`src/design/mrrc_pkg.sv`:
```
// ----------------------------------------------------------------------------
// mrrc_pkg
// Shared types, codes and helper functions for the response frame checker.
// ----------------------------------------------------------------------------
package mrrc_pkg;

    // width used for frame length arithmetic (5 + 2 * 65535 needs 18 bits)
    localparam int LEN_W = 18;

    localparam int CFG_IDX_W  = 2;
    localparam int CFG_DATA_W = 16;

    // configuration register indexes
    localparam logic [CFG_IDX_W-1:0] REG_EXPECTED_SLAVE   = 2'd0;
    localparam logic [CFG_IDX_W-1:0] REG_REQUEST_FUNCTION = 2'd1;
    localparam logic [CFG_IDX_W-1:0] REG_REQUEST_QUANTITY = 2'd2;

    // function codes with their own response length rule
    localparam logic [7:0] FC_READ_COILS    = 8'd1;
    localparam logic [7:0] FC_READ_HOLDING  = 8'd3;
    localparam logic [7:0] FC_WRITE_COILS   = 8'd15;
    localparam logic [7:0] FC_WRITE_REGS    = 8'd16;

    localparam logic [LEN_W-1:0] MIN_FRAME_LEN   = 18'd5;
    localparam logic [LEN_W-1:0] WRITE_FRAME_LEN = 18'd8;

    localparam logic [15:0] CRC_INIT = 16'hFFFF;
    localparam logic [15:0] CRC_POLY = 16'hA001;

    typedef enum logic [2:0] {
        ST_OK    = 3'd0,
        ST_CRC   = 3'd1,
        ST_SLAVE = 3'd2,
        ST_FUNC  = 3'd3,
        ST_COUNT = 3'd4,
        ST_LEN   = 3'd5,
        ST_SHORT = 3'd6
    } status_t;

    // frame state after the current word has been folded in
    typedef struct packed {
        logic [LEN_W-1:0] len;
        logic             overflow;
        logic [7:0]       slave;
        logic [7:0]       func;
        logic [7:0]       count;
        logic [15:0]      crc;
    } frame_t;

    // pending request
    typedef struct packed {
        logic [7:0]  slave;
        logic [7:0]  func;
        logic [15:0] quantity;
    } cfg_t;

    // reflected crc-16, one byte, lsb first
    function automatic logic [15:0] crc_byte(input logic [15:0] acc, input logic [7:0] b);
        logic [15:0] c;
        c = acc ^ {8'h00, b};
        for (int i = 0; i < 8; i++) begin
            if (c[0]) begin
                c = (c >> 1) ^ CRC_POLY;
            end else begin
                c = c >> 1;
            end
        end
        return c;
    endfunction

    function automatic logic [LEN_W-1:0] expected_length(input logic [7:0] code,
                                                         input logic [15:0] qty);
        logic [LEN_W-1:0] q;
        logic [LEN_W-1:0] len;
        q = LEN_W'(qty);
        case (code)
            FC_READ_COILS: begin
                len = MIN_FRAME_LEN + ((q + 18'd7) >> 3);
            end
            FC_READ_HOLDING: begin
                len = MIN_FRAME_LEN + (q << 1);
            end
            FC_WRITE_COILS, FC_WRITE_REGS: begin
                len = WRITE_FRAME_LEN;
            end
            default: begin
                len = MIN_FRAME_LEN;
            end
        endcase
        return len;
    endfunction

endpackage

```
`src/design/mrrc_frame_eval.sv`:
```
// ----------------------------------------------------------------------------
// mrrc_frame_eval
// Ordered checks of a complete response frame against the pending request.
// ----------------------------------------------------------------------------
module mrrc_frame_eval (
    input  mrrc_pkg::frame_t  frame,
    input  mrrc_pkg::cfg_t    cfg,
    output mrrc_pkg::status_t status,
    output logic              is_exception
);

    logic                       too_short;
    logic                       exc_match;
    logic                       func_ok;
    logic                       count_bad;
    logic [mrrc_pkg::LEN_W-1:0] exp_len;

    // code + 128 without wrap: only possible for request codes below 128
    assign exc_match = frame.func[7] && !cfg.func[7] && (frame.func[6:0] == cfg.func[6:0]);
    assign func_ok   = (frame.func == cfg.func) || exc_match;
    assign too_short = (frame.len < mrrc_pkg::MIN_FRAME_LEN) && !frame.overflow;
    assign exp_len   = mrrc_pkg::expected_length(frame.func, cfg.quantity);

    always_comb begin
        count_bad = 1'b0;
        if (frame.func inside {mrrc_pkg::FC_READ_COILS, mrrc_pkg::FC_READ_HOLDING}) begin
            count_bad = mrrc_pkg::LEN_W'(frame.count) != (frame.len - mrrc_pkg::MIN_FRAME_LEN);
        end
    end

    always_comb begin
        if (too_short) begin
            status = mrrc_pkg::ST_SHORT;
        end else if (frame.crc != 16'h0000) begin
            status = mrrc_pkg::ST_CRC;
        end else if (frame.slave != cfg.slave) begin
            status = mrrc_pkg::ST_SLAVE;
        end else if (!func_ok) begin
            status = mrrc_pkg::ST_FUNC;
        end else if (frame.overflow) begin
            status = mrrc_pkg::ST_LEN;
        end else if (count_bad) begin
            status = mrrc_pkg::ST_COUNT;
        end else if (frame.len != exp_len) begin
            status = mrrc_pkg::ST_LEN;
        end else begin
            status = mrrc_pkg::ST_OK;
        end
    end

    assign is_exception = !too_short && exc_match;

endmodule

```
`src/design/modbus_rtu_response_checker_unit.sv`:
```
// ----------------------------------------------------------------------------
// modbus_rtu_response_checker_unit
// Checks a response frame, one byte per word, against the pending request.
// A frame's last word lands in the input register; once the result register
// is free, its status word is registered there and waits until it is taken.
// Throughput: one byte word per cycle; words that are not a frame's last keep
// entering while a status waits, a last word holds in the input register and
// stalls the input until the result register is free.
// Reset (aresetn, synchronous, active low): frame state cleared, crc to
// all ones, request registers zero, no status pending.
// ----------------------------------------------------------------------------
module modbus_rtu_response_checker_unit #(
    parameter int MAX_FRAME = 256
) (
    input  logic                                aclk,
    input  logic                                aresetn,

    // request configuration
    input  logic                                cfg_wr_en,
    input  logic [mrrc_pkg::CFG_IDX_W-1:0]      cfg_index,
    input  logic [mrrc_pkg::CFG_DATA_W-1:0]     cfg_wr_data,

    // received bytes
    input  logic                                s_valid,
    output logic                                s_ready,
    input  logic [7:0]                          s_rx_byte,
    input  logic                                s_frame_end,

    // frame status
    output logic                                m_valid,
    input  logic                                m_ready,
    output logic [2:0]                          m_status,
    output logic                                m_frame_ok,
    output logic                                m_is_exception
);

    // byte position counter holds 0 .. MAX_FRAME
    localparam int PW = $clog2(MAX_FRAME + 1);

    // input register
    logic        in_valid_reg;
    logic [7:0]  in_byte_reg;
    logic        in_last_reg;

    // running frame state
    logic [15:0]   crc_reg;
    logic [PW-1:0] pos_reg;
    logic          ovf_reg;
    logic [7:0]    slave_reg;
    logic [7:0]    func_reg;
    logic [7:0]    count_reg;

    // request registers
    logic [7:0]  cfg_slave_reg;
    logic [7:0]  cfg_func_reg;
    logic [15:0] cfg_qty_reg;

    // result register
    logic              m_valid_reg;
    mrrc_pkg::status_t m_status_reg;
    logic              m_ok_reg;
    logic              m_exc_reg;

    // next frame state
    logic [15:0]   crc_next;
    logic [PW-1:0] pos_next;
    logic          ovf_next;
    logic [7:0]    slave_next;
    logic [7:0]    func_next;
    logic [7:0]    count_next;

    logic              out_free;
    logic              advance;
    logic              finish;
    mrrc_pkg::frame_t  frame;
    mrrc_pkg::cfg_t    cfg;
    mrrc_pkg::status_t eval_status;
    logic              eval_exc;

    // the last word of a frame moves only when the result register can take it
    assign out_free = !m_valid_reg || m_ready;
    assign advance  = in_valid_reg && (!in_last_reg || out_free);
    assign finish   = advance && in_last_reg;
    assign s_ready  = !in_valid_reg || advance;

    // fold the byte in the input register into the frame state
    always_comb begin
        crc_next   = mrrc_pkg::crc_byte(crc_reg, in_byte_reg);
        slave_next = slave_reg;
        func_next  = func_reg;
        count_next = count_reg;
        pos_next   = pos_reg;
        ovf_next   = ovf_reg;
        // header bytes: address, function code, byte count
        if (pos_reg == PW'(0)) begin
            slave_next = in_byte_reg;
        end else if (pos_reg == PW'(1)) begin
            func_next = in_byte_reg;
        end else if (pos_reg == PW'(2)) begin
            count_next = in_byte_reg;
        end
        // counter saturates, anything past it marks the frame overlong
        if (pos_reg >= PW'(MAX_FRAME)) begin
            ovf_next = 1'b1;
        end else begin
            pos_next = pos_reg + PW'(1);
        end
    end

    assign frame.len      = mrrc_pkg::LEN_W'(pos_next);
    assign frame.overflow = ovf_next;
    assign frame.slave    = slave_next;
    assign frame.func     = func_next;
    assign frame.count    = count_next;
    assign frame.crc      = crc_next;

    assign cfg.slave    = cfg_slave_reg;
    assign cfg.func     = cfg_func_reg;
    assign cfg.quantity = cfg_qty_reg;

    mrrc_frame_eval u_eval (
        .frame        (frame),
        .cfg          (cfg),
        .status       (eval_status),
        .is_exception (eval_exc)
    );

    // input register payload
    always_ff @(posedge aclk) begin
        if (s_valid && s_ready) begin
            in_byte_reg <= s_rx_byte;
            in_last_reg <= s_frame_end;
        end
    end

    // input register valid
    always_ff @(posedge aclk) begin
        if (!aresetn) begin
            in_valid_reg <= 1'b0;
        end else if (s_valid && s_ready) begin
            in_valid_reg <= 1'b1;
        end else if (advance) begin
            in_valid_reg <= 1'b0;
        end
    end

    // frame state, cleared after the last word of each frame
    always_ff @(posedge aclk) begin
        if (!aresetn) begin
            crc_reg   <= mrrc_pkg::CRC_INIT;
            pos_reg   <= '0;
            ovf_reg   <= 1'b0;
            slave_reg <= '0;
            func_reg  <= '0;
            count_reg <= '0;
        end else if (finish) begin
            crc_reg   <= mrrc_pkg::CRC_INIT;
            pos_reg   <= '0;
            ovf_reg   <= 1'b0;
            slave_reg <= '0;
            func_reg  <= '0;
            count_reg <= '0;
        end else if (advance) begin
            crc_reg   <= crc_next;
            pos_reg   <= pos_next;
            ovf_reg   <= ovf_next;
            slave_reg <= slave_next;
            func_reg  <= func_next;
            count_reg <= count_next;
        end
    end

    // request registers, writes to unused indexes are dropped
    always_ff @(posedge aclk) begin
        if (!aresetn) begin
            cfg_slave_reg <= '0;
            cfg_func_reg  <= '0;
            cfg_qty_reg   <= '0;
        end else if (cfg_wr_en) begin
            case (cfg_index)
                mrrc_pkg::REG_EXPECTED_SLAVE: begin
                    cfg_slave_reg <= cfg_wr_data[7:0];
                end
                mrrc_pkg::REG_REQUEST_FUNCTION: begin
                    cfg_func_reg <= cfg_wr_data[7:0];
                end
                mrrc_pkg::REG_REQUEST_QUANTITY: begin
                    cfg_qty_reg <= cfg_wr_data[15:0];
                end
                default: begin
                end
            endcase
        end
    end

    // result register payload
    always_ff @(posedge aclk) begin
        if (finish) begin
            m_status_reg <= eval_status;
            m_ok_reg     <= (eval_status == mrrc_pkg::ST_OK);
            m_exc_reg    <= eval_exc;
        end
    end

    // result register valid
    always_ff @(posedge aclk) begin
        if (!aresetn) begin
            m_valid_reg <= 1'b0;
        end else if (finish) begin
            m_valid_reg <= 1'b1;
        end else if (m_ready) begin
            m_valid_reg <= 1'b0;
        end
    end

    assign m_valid        = m_valid_reg;
    assign m_status       = m_status_reg;
    assign m_frame_ok     = m_ok_reg;
    assign m_is_exception = m_exc_reg;

`ifndef ASSERT_OFF
    // counter never runs past its saturation point
    a_pos_range: assert property (@(posedge aclk) disable iff (!aresetn)
        pos_reg <= PW'(MAX_FRAME))
        else $error("byte position beyond frame limit");

    // overlong flag only once the counter has saturated
    a_ovf_sat: assert property (@(posedge aclk) disable iff (!aresetn)
        ovf_reg |-> pos_reg == PW'(MAX_FRAME))
        else $error("overflow flagged before counter saturated");

    // a finished frame leaves clean state for the next one
    a_frame_clear: assert property (@(posedge aclk) disable iff (!aresetn)
        finish |=> (pos_reg == '0) && (crc_reg == mrrc_pkg::CRC_INIT) && !ovf_reg)
        else $error("frame state not cleared after last word");

    // frame_ok agrees with the status code
    a_ok_status: assert property (@(posedge aclk) disable iff (!aresetn)
        m_valid_reg |-> m_ok_reg == (m_status_reg == mrrc_pkg::ST_OK))
        else $error("frame_ok disagrees with status");

    // exception never reported on a too short frame
    a_exc_short: assert property (@(posedge aclk) disable iff (!aresetn)
        (m_valid_reg && m_exc_reg) |-> m_status_reg != mrrc_pkg::ST_SHORT)
        else $error("exception reported on too short frame");
`endif

endmodule
```
`config.mk`:
```
export PLATFORM = sky130hd
export DESIGN_NAME = modbus_rtu_response_checker_unit
export DESIGN_NICKNAME = d
export VERILOG_FILES = /design/src/design/mrrc_pkg.sv /design/src/design/mrrc_frame_eval.sv /design/src/design/modbus_rtu_response_checker_unit.sv
export SDC_FILE = /design/constraint.sdc
export NUM_CORES = 1
export LEC_CHECK = 0
export BUFFER_PORTS_ARGS = -buffer_cell sky130_fd_sc_hd__clkbuf_2
export CAP_MARGIN = 5
export CELL_PAD_IN_SITES_DETAIL_PLACEMENT = 0
export CELL_PAD_IN_SITES_GLOBAL_PLACEMENT = 1
export CORE_MARGIN = 2
export CORE_UTILIZATION = 51
export CTS_CLUSTER_SIZE = 10
export DETAILED_ROUTE_END_ITERATION = 6
export HOLD_SLACK_MARGIN = 0.15
export PLACE_DENSITY = 0.92
export REMOVE_ABC_BUFFERS = 1
export SLEW_MARGIN = 20
export SYNTH_ARGS = -nofsm -noshare
export SYNTH_HDL_FRONTEND = slang
export SYNTH_SLANG_ARGS = --single-unit
```
`constraint.sdc`:
```
create_clock -name aclk -period 5.8 [get_ports aclk]
set_input_delay 0.58 -clock aclk [delete_from_list [all_inputs] [get_ports aclk]]
set_output_delay 0.58 -clock aclk [all_outputs]
set_load 0.02 [all_outputs]
```
# Yosys cells after proc, flatten, opt, wreduce, memory -nomap -nowiden

Cells that the tools add are included.

Output and inout bits: 7
Bits in writable memories: 0
Bits of input ports: 32
Memories: 0
Bits in registers: 98
Memory bits (read-only): 0
Latch bits: 0

Reduce and logical (&&, ||, !) cells: 29
Magnitude comparators: 2
Add/sub/neg operators: 5
Div/mod/pow operators: 0
Shifts and indexed selects: 0
Muxes and demuxes: 29
Eq/ne operators: 13
Bitwise logic cells: 10
$mul: 0

Operators with widths:

| operator                                                                     | count |
|---|---|
| 16-bit 2-to-1 mux                                                            | 8 |
| 18-bit case mux with 3 select lines                                          | 1 |
| 8-bit 2-to-1 mux                                                             | 6 |
| 2-bit NOT with 3-bit output                                                  | 8 |
| 3-bit 2-to-1 mux                                                             | 7 |
| 3-bit by 17-bit adder with 18-bit output, first input constant               | 1 |
| 8-bit by 18-bit != test with 1-bit output                                    | 1 |
| 9-bit by 18-bit != test with 1-bit output                                    | 1 |
| 16-bit by 3-bit adder with 17-bit output, second input constant              | 1 |
| 3-bit by 15-bit adder with 16-bit output, first input constant               | 1 |
| 16-bit nonzero test                                                          | 1 |
| 16-bit by 8-bit bitwise XOR with 16-bit output                               | 1 |
| 9-bit by 3-bit subtractor with 10-bit output, second input constant          | 1 |
| 9-bit by 1-bit adder with 9-bit output, second input constant                | 1 |
| 9-bit by 1-bit == test with 1-bit output, second input constant              | 1 |
| 9-bit by 2-bit == test with 1-bit output, second input constant              | 1 |
| 9-bit greater-or-equal comparator, second input constant                     | 1 |
| 9-bit zero test                                                              | 1 |
| 9-bit by 3-bit less-than comparator with 1-bit output, second input constant | 1 |
| 9-bit 2-to-1 mux                                                             | 1 |
| 8-bit by 1-bit == test with 1-bit output, second input constant              | 1 |
| 8-bit by 2-bit == test with 1-bit output, second input constant              | 1 |
| 8-bit by 4-bit == test with 1-bit output, second input constant              | 1 |
| 8-bit by 5-bit == test with 1-bit output, second input constant              | 1 |
| other kinds (15)                                                             | 39 |

# Longest topological paths before layout

Depth in word-level cells: 21
Depth in mapped cells: 14
Gate-level depth less buffers: 14

# Hierarchy

From an unflattened synthesis, not the netlist that was laid out.

Cell total of the unflattened synthesis: 800
Area total of the unflattened synthesis: 6685.2 µm²

By module, submodules not included:

| module                           | area each (µm²) | times used | sequential area each (µm²) | cells an instance |
|---|---|---|---|---|
| modbus_rtu_response_checker_unit | 4267.8          | 1          | 2102.0                     | 428 |
| mrrc_frame_eval                  | 2417.3          | 1          | 0.0                        | 372 |

# Least setup slack after synthesis

No wires, ideal clock.

Path type: flip-flop to flip-flop
From: register cfg_qty_reg[1]
To: register m_status_reg[2] (netlist: m_status[2]) (data pin)
Setup slack: 2329 ps
Stages on the path, launching flop included: 15
Data arrival time: 3215 ps
Buffers on the path: 0
Cell sequence: dfxtp_1 > inv_1 > ha_1 > a21boi_2 > xnor2_1 > ha_1 > nor2_1 > o21ai_0 > o21ai_0 > or3_1 > a32oi_1 > xor2_1 > a211o_1 > or4_4 > a2bb2oi_1

Longest elaborated chain between the ends: 11
Elaborated cells between the ends (all ways): 12
Those cells by class: 3 x add/sub; 1 x eq/ne; 8 x mux

Ends and longest elaborated chain:

| item                                          | RTL line                                | text |
|---|---|---|
| start: declaration                            | modbus_rtu_response_checker_unit.sv:56  | `logic [15:0] cfg_qty_reg;` |
| start signal: assignment                      | modbus_rtu_response_checker_unit.sv:188 | `cfg_qty_reg <= cfg_wr_data[15:0];` |
| 16-bit by 3-bit adder with 17-bit output      | mrrc_pkg.sv:78                          | `len = MIN_FRAME_LEN + ((q + 18'd7) >> 3);` |
| 3-bit by 15-bit adder with 16-bit output      | mrrc_pkg.sv:78                          |  |
| 18-bit case mux with 3 select lines (*)       | mrrc_pkg.sv:76                          | `case (code)` |
| 9-bit by 18-bit != test with 1-bit output (*) | mrrc_frame_eval.sv:44                   | `end else if (frame.len != exp_len) begin` |
| 3-bit 2-to-1 mux (*)                          | mrrc_frame_eval.sv:44                   |  |
| 3-bit 2-to-1 mux (*)                          | mrrc_frame_eval.sv:42                   | `end else if (count_bad) begin` |
| 3-bit 2-to-1 mux (*)                          | mrrc_frame_eval.sv:40                   | `end else if (frame.overflow) begin` |
| 3-bit 2-to-1 mux (*)                          | mrrc_frame_eval.sv:38                   | `end else if (!func_ok) begin` |
| 3-bit 2-to-1 mux (*)                          | mrrc_frame_eval.sv:36                   | `end else if (frame.slave != cfg.slave) begin` |
| 3-bit 2-to-1 mux (*)                          | mrrc_frame_eval.sv:34                   | `end else if (frame.crc != 16'h0000) begin` |
| 3-bit 2-to-1 mux (*)                          | mrrc_frame_eval.sv:32                   | `if (too_short) begin` |
| net eval_status[2]                            | modbus_rtu_response_checker_unit.sv:77  | `mrrc_pkg::status_t eval_status;` |
| end signal: assignment                        | modbus_rtu_response_checker_unit.sv:199 | `m_status_reg <= eval_status;` |
| end: declaration                              | modbus_rtu_response_checker_unit.sv:60  | `mrrc_pkg::status_t m_status_reg;` |

The timed path passes the listed nets; every way through them passes the cells marked *.
A chain may end at the register's enable or synchronous reset.

# Worst setup path after layout

From: register pos_reg[0]
To: register m_status_reg[0] (netlist: m_status[0]) (data pin)

Longest elaborated chain between the ends: 14
Elaborated cells between the ends (all ways): 40
Those cells by class: 2 x add/sub; 2 x order compare; 11 x eq/ne; 17 x mux; 8 x reduce/logical

Ends and longest elaborated chain:

| item                                                                                                  | RTL line                                | text |
|---|---|---|
| start: declaration                                                                                    | modbus_rtu_response_checker_unit.sv:47  | `logic [PW-1:0] pos_reg;` |
| start signal: assignment                                                                              | modbus_rtu_response_checker_unit.sv:165 | `pos_reg <= pos_next;` |
| parallel branches: the longest is 13 deep, another holds 9-bit by 3-bit subtractor with 10-bit output | -                                       |  |
| 3-bit 2-to-1 mux (*)                                                                                  | mrrc_frame_eval.sv:32                   |  |
| net eval_status[0]                                                                                    | modbus_rtu_response_checker_unit.sv:77  |  |

Mark *: on every way through the listed nets, which the timed path passes.

==> impl_results.md <==
* Max Transition Viols Final at 0
* Worst path bufs/invs at 1
* Most frequent standard cell in the layout excluding fill and tap cells: sky130_fd_sc_hd__nand2_1
* CP startpoint kind: register
* Count of instances resized after the clock tree is built at 0
* TritonCTS clock tree: yes
* Post-route DRC violation count at 0
* Layout Area Growth over Synthesis at 7.18%
* Core area at 12500 µm²
* Via count normalized by instance count at 5.71
* Number of top-level pins at 39
* Proportion of netlist area held by the largest area contributor at 0.260
* Antenna violations before repair at 0
* Worst voltage drop across the vdd grid at 238 µV
* Cell count of the worst hold path at 1
* Leak Pwr at 2.60 nW
* Top achievable clock speed at 246 MHz
* Clock insertion delay at the later pin of the skew report at 0.35 ns
* Worst path slowest cell: sky130_fd_sc_hd__nand4b_2
* Hold Path Sink: in_last_reg
* Cell family with the largest share of critical-path delay: compound AO/OA/AOI/OAI gates
* Synthesized area divided by synthesized cell count at 8.35 µm²
* Critical path data required time at 5.87 ns
* Number of vias after detailed routing at 5409
* Clock Sinks at 98
* N_diodes at 0
* Beginning of the worst register-to-register path: pos_reg[0]
* Headroom to the max-slew limit at 0.255
* Proportion of layout cells with a drive suffix above 1 at 0.108
* Antenna-violating nets left at 0
* Total congestion overflow after global routing at 0
* Endpoints failing setup at 0
* Clock Tree Root: sky130_fd_sc_hd__clkbuf_16
* Number of cells on the worst reg-to-reg path at 10
* # Max-Cap Violations at 0
* Largest net degree at the start of global routing at 40
* Via count of the first global-routing pass at 5100
* Number of enable-type register cells in the synthesized netlist at 14
* Die span in y at 117 µm
* Hold/Removal Path Class: input pin to register
* Number of buffers on the longest clock path at 2
* Final-layout setup total negative slack at 0 ns
* Final layout net count at 814
* Data arrival time of the critical path at 4.13 ns
* Fraction of registers with async set/reset at 0
* Post-synthesis sequential area ratio at 0.325
* Die Outline Area at 13600 µm²
* Count of cell types in the netlist at 80
* Starting density of the core at 0.516
* Die outline width at 117 µm
* Category of the critical setup timing path: register to register
* Synth Cell Area at 6460 µm²
* Final period demand of the worst path at 4.06 ns
* Gpl congestion at 0.904
* Actual transition at the worst max-transition pin at 1.12 ns
* Detailed-placement wirelength estimate at 11000 µm
* Global Route Usage Sum at 0.232
* Crit path cell chain: inv_1 > ha_1 > nand4b_2 > mux2_4 > and2_1 > a22o_1 > a211oi_1 > nand4_1 > o41ai_1 > a31oi_1
* Start point of the worst hold path: s_frame_end
* Main flop type after synthesis: sky130_fd_sc_hd__dfxtp_1
* Cell type with the highest aggregate area in the netlist: sky130_fd_sc_hd__dfxtp_1
* Endpoint of the worst register-to-register path: m_status[0]
* Number of hold violations in the final report at 0
* Count of warnings emitted by yosys at 0
* Number of detailed-route iterations in the first pass at 5
* Hold-fix buffers at CTS at 0
* Port Buffer Count at 38
* Slack of the worst reg-to-reg path at 1.74 ns
* Kind of end point of the critical path: register
* Most frequent cells in the layout: 127 x sky130_fd_sc_hd__nand2_1, 84 x sky130_fd_sc_hd__dfxtp_1, 57 x sky130_fd_sc_hd__xnor2_1
* Number of instances in the synthesized netlist at 774
* Fin Clk Skew at 0.00904 ns
* Fin area at 6930 µm²
* CTS Buf Count at 9
* Post-DR wirelength/cell at 15.9 µm
* Wire length of the first global-routing pass at 24800 µm
* Unrepaired setup endpoints after global routing: false
* Post-CTS setup buffer count at 0
* Critical Path Max Stage Delay at 0.72 ns
* Synthesis-stage register bit count at 98
* Outcome: completed
* Iteration-0 DRC count of the detailed router at 393
* Wirelength, routed at 15100 µm
* Most area-consuming cells after synthesis: sky130_fd_sc_hd__dfxtp_1 26%, sky130_fd_sc_hd__mux2i_1 7.7%, sky130_fd_sc_hd__xnor2_1 7.7%
* Portion of the clock cycle consumed by the worst path in the final layout at 0.700
* Dpl cell area at 6630 µm²
* Fill count at 1207
* Crit-path max FO at 20
* # H-tree levels at 3
* Pwr/cell area at 236 nW/µm²
* Post-CTS clock slew at the launch and capture registers of the worst setup and hold paths at 0.07 ns
* Cell Rows at 41
[Yosys cell counts, drive strengths merged, types with 5 or more instances]
cell type / count
buf: 17
xor2: 28
or2: 5
nand2: 127
and2: 9
nor2: 49
o21ai: 13
nand2b: 6
inv: 13
or4: 7
edfxtp: 14
clkbuf: 38
xnor2: 57
nand4: 13
a21oi: 34
nand4b: 5
dfxtp: 84
a21boi: 19
nor4: 9
or3: 5
mux2i: 51
o211ai: 14
nor3: 23
and3: 8
nand3: 27
o31ai: 5
ha: 11
nor2b: 19
[metrics by stage]
| step | hold slack (ns) | setup WS, ns | cells | power [mW] | util |
|---|---|---|---|---|---|
| after floorplan | 0.432 | 2.18 | 719 | 0.959 | - |
| after global placement | 0.438 | 1.88 | 932 | 1.03 | 0.529 |
| after detailed placement | 0.448 | 1.83 | 932 | 1.04 | 0.529 |
| after CTS | 0.390 | 1.80 | 948 | 1.64 | 0.553 |
| after global routing | 0.389 | 1.46 | 948 | 1.71 | 0.553 |
| final | 0.400 | 1.74 | 948 | 1.64 | 0.553 |
[cell type report]
type,count,area (µm²),area share
Clock inverter,7,76.3,0.0110
Tap cell,172,215,0.0311
Clock buffer,9,225,0.0325
Timing Repair Buffer,41,213,0.0307
Multi-Input combinational cell,608,4050,0.584
Inverter,13,48.8,0.00704
Sequential cell,98,2100,0.303
[metal layers]
layer	vias to the layer above	global-route usage	routed length (µm)
met5	-	0	0
met4	0	0.0980	410
met3	25	0.0322	593
met2	141	0.395	7340
met1	2526	0.296	6770
li1	2717	-	-
[report_power, final]
| group | internal [mW] | switching, mW | leakage (nW) | total [mW] |
|---|---|---|---|---|
| combinational | 0.114 | 0.161 | 1.64 | 0.275 |
| sequential | 0.715 | 0.0353 | 0.815 | 0.750 |
| clock | 0.339 | 0.272 | 0.148 | 0.611 |
| total | 1.17 | 0.468 | 2.60 | 1.64 |
[how the worst max path moves through the flow]
stage | cells after the start | to | start
2_1_floorplan | 10 | m_status[2] | pos_reg[0]
3_3_place_gp | 10 | m_status[2] | pos_reg[0]
3_5_place_dp | 10 | m_status[2] | pos_reg[0]
4_1_cts | 10 | m_status[0] | pos_reg[0]
5_1_grt | 10 | m_status[0] | pos_reg[0]
6_report | 10 | m_status[0] | pos_reg[0]
[logic make-up after synthesis]
logic type / synth area share
multiplexers: 0.0867
flip-flops: 0.325
AND/OR/NAND/NOR: 0.263
buffers and inverters: 0.0486
XOR/XNOR: 0.115
AO/OA/AOI/OAI: 0.138
adder cells (fa/ha/maj): 0.0228
No activity file was read; power rests on OpenSTA's default activity.
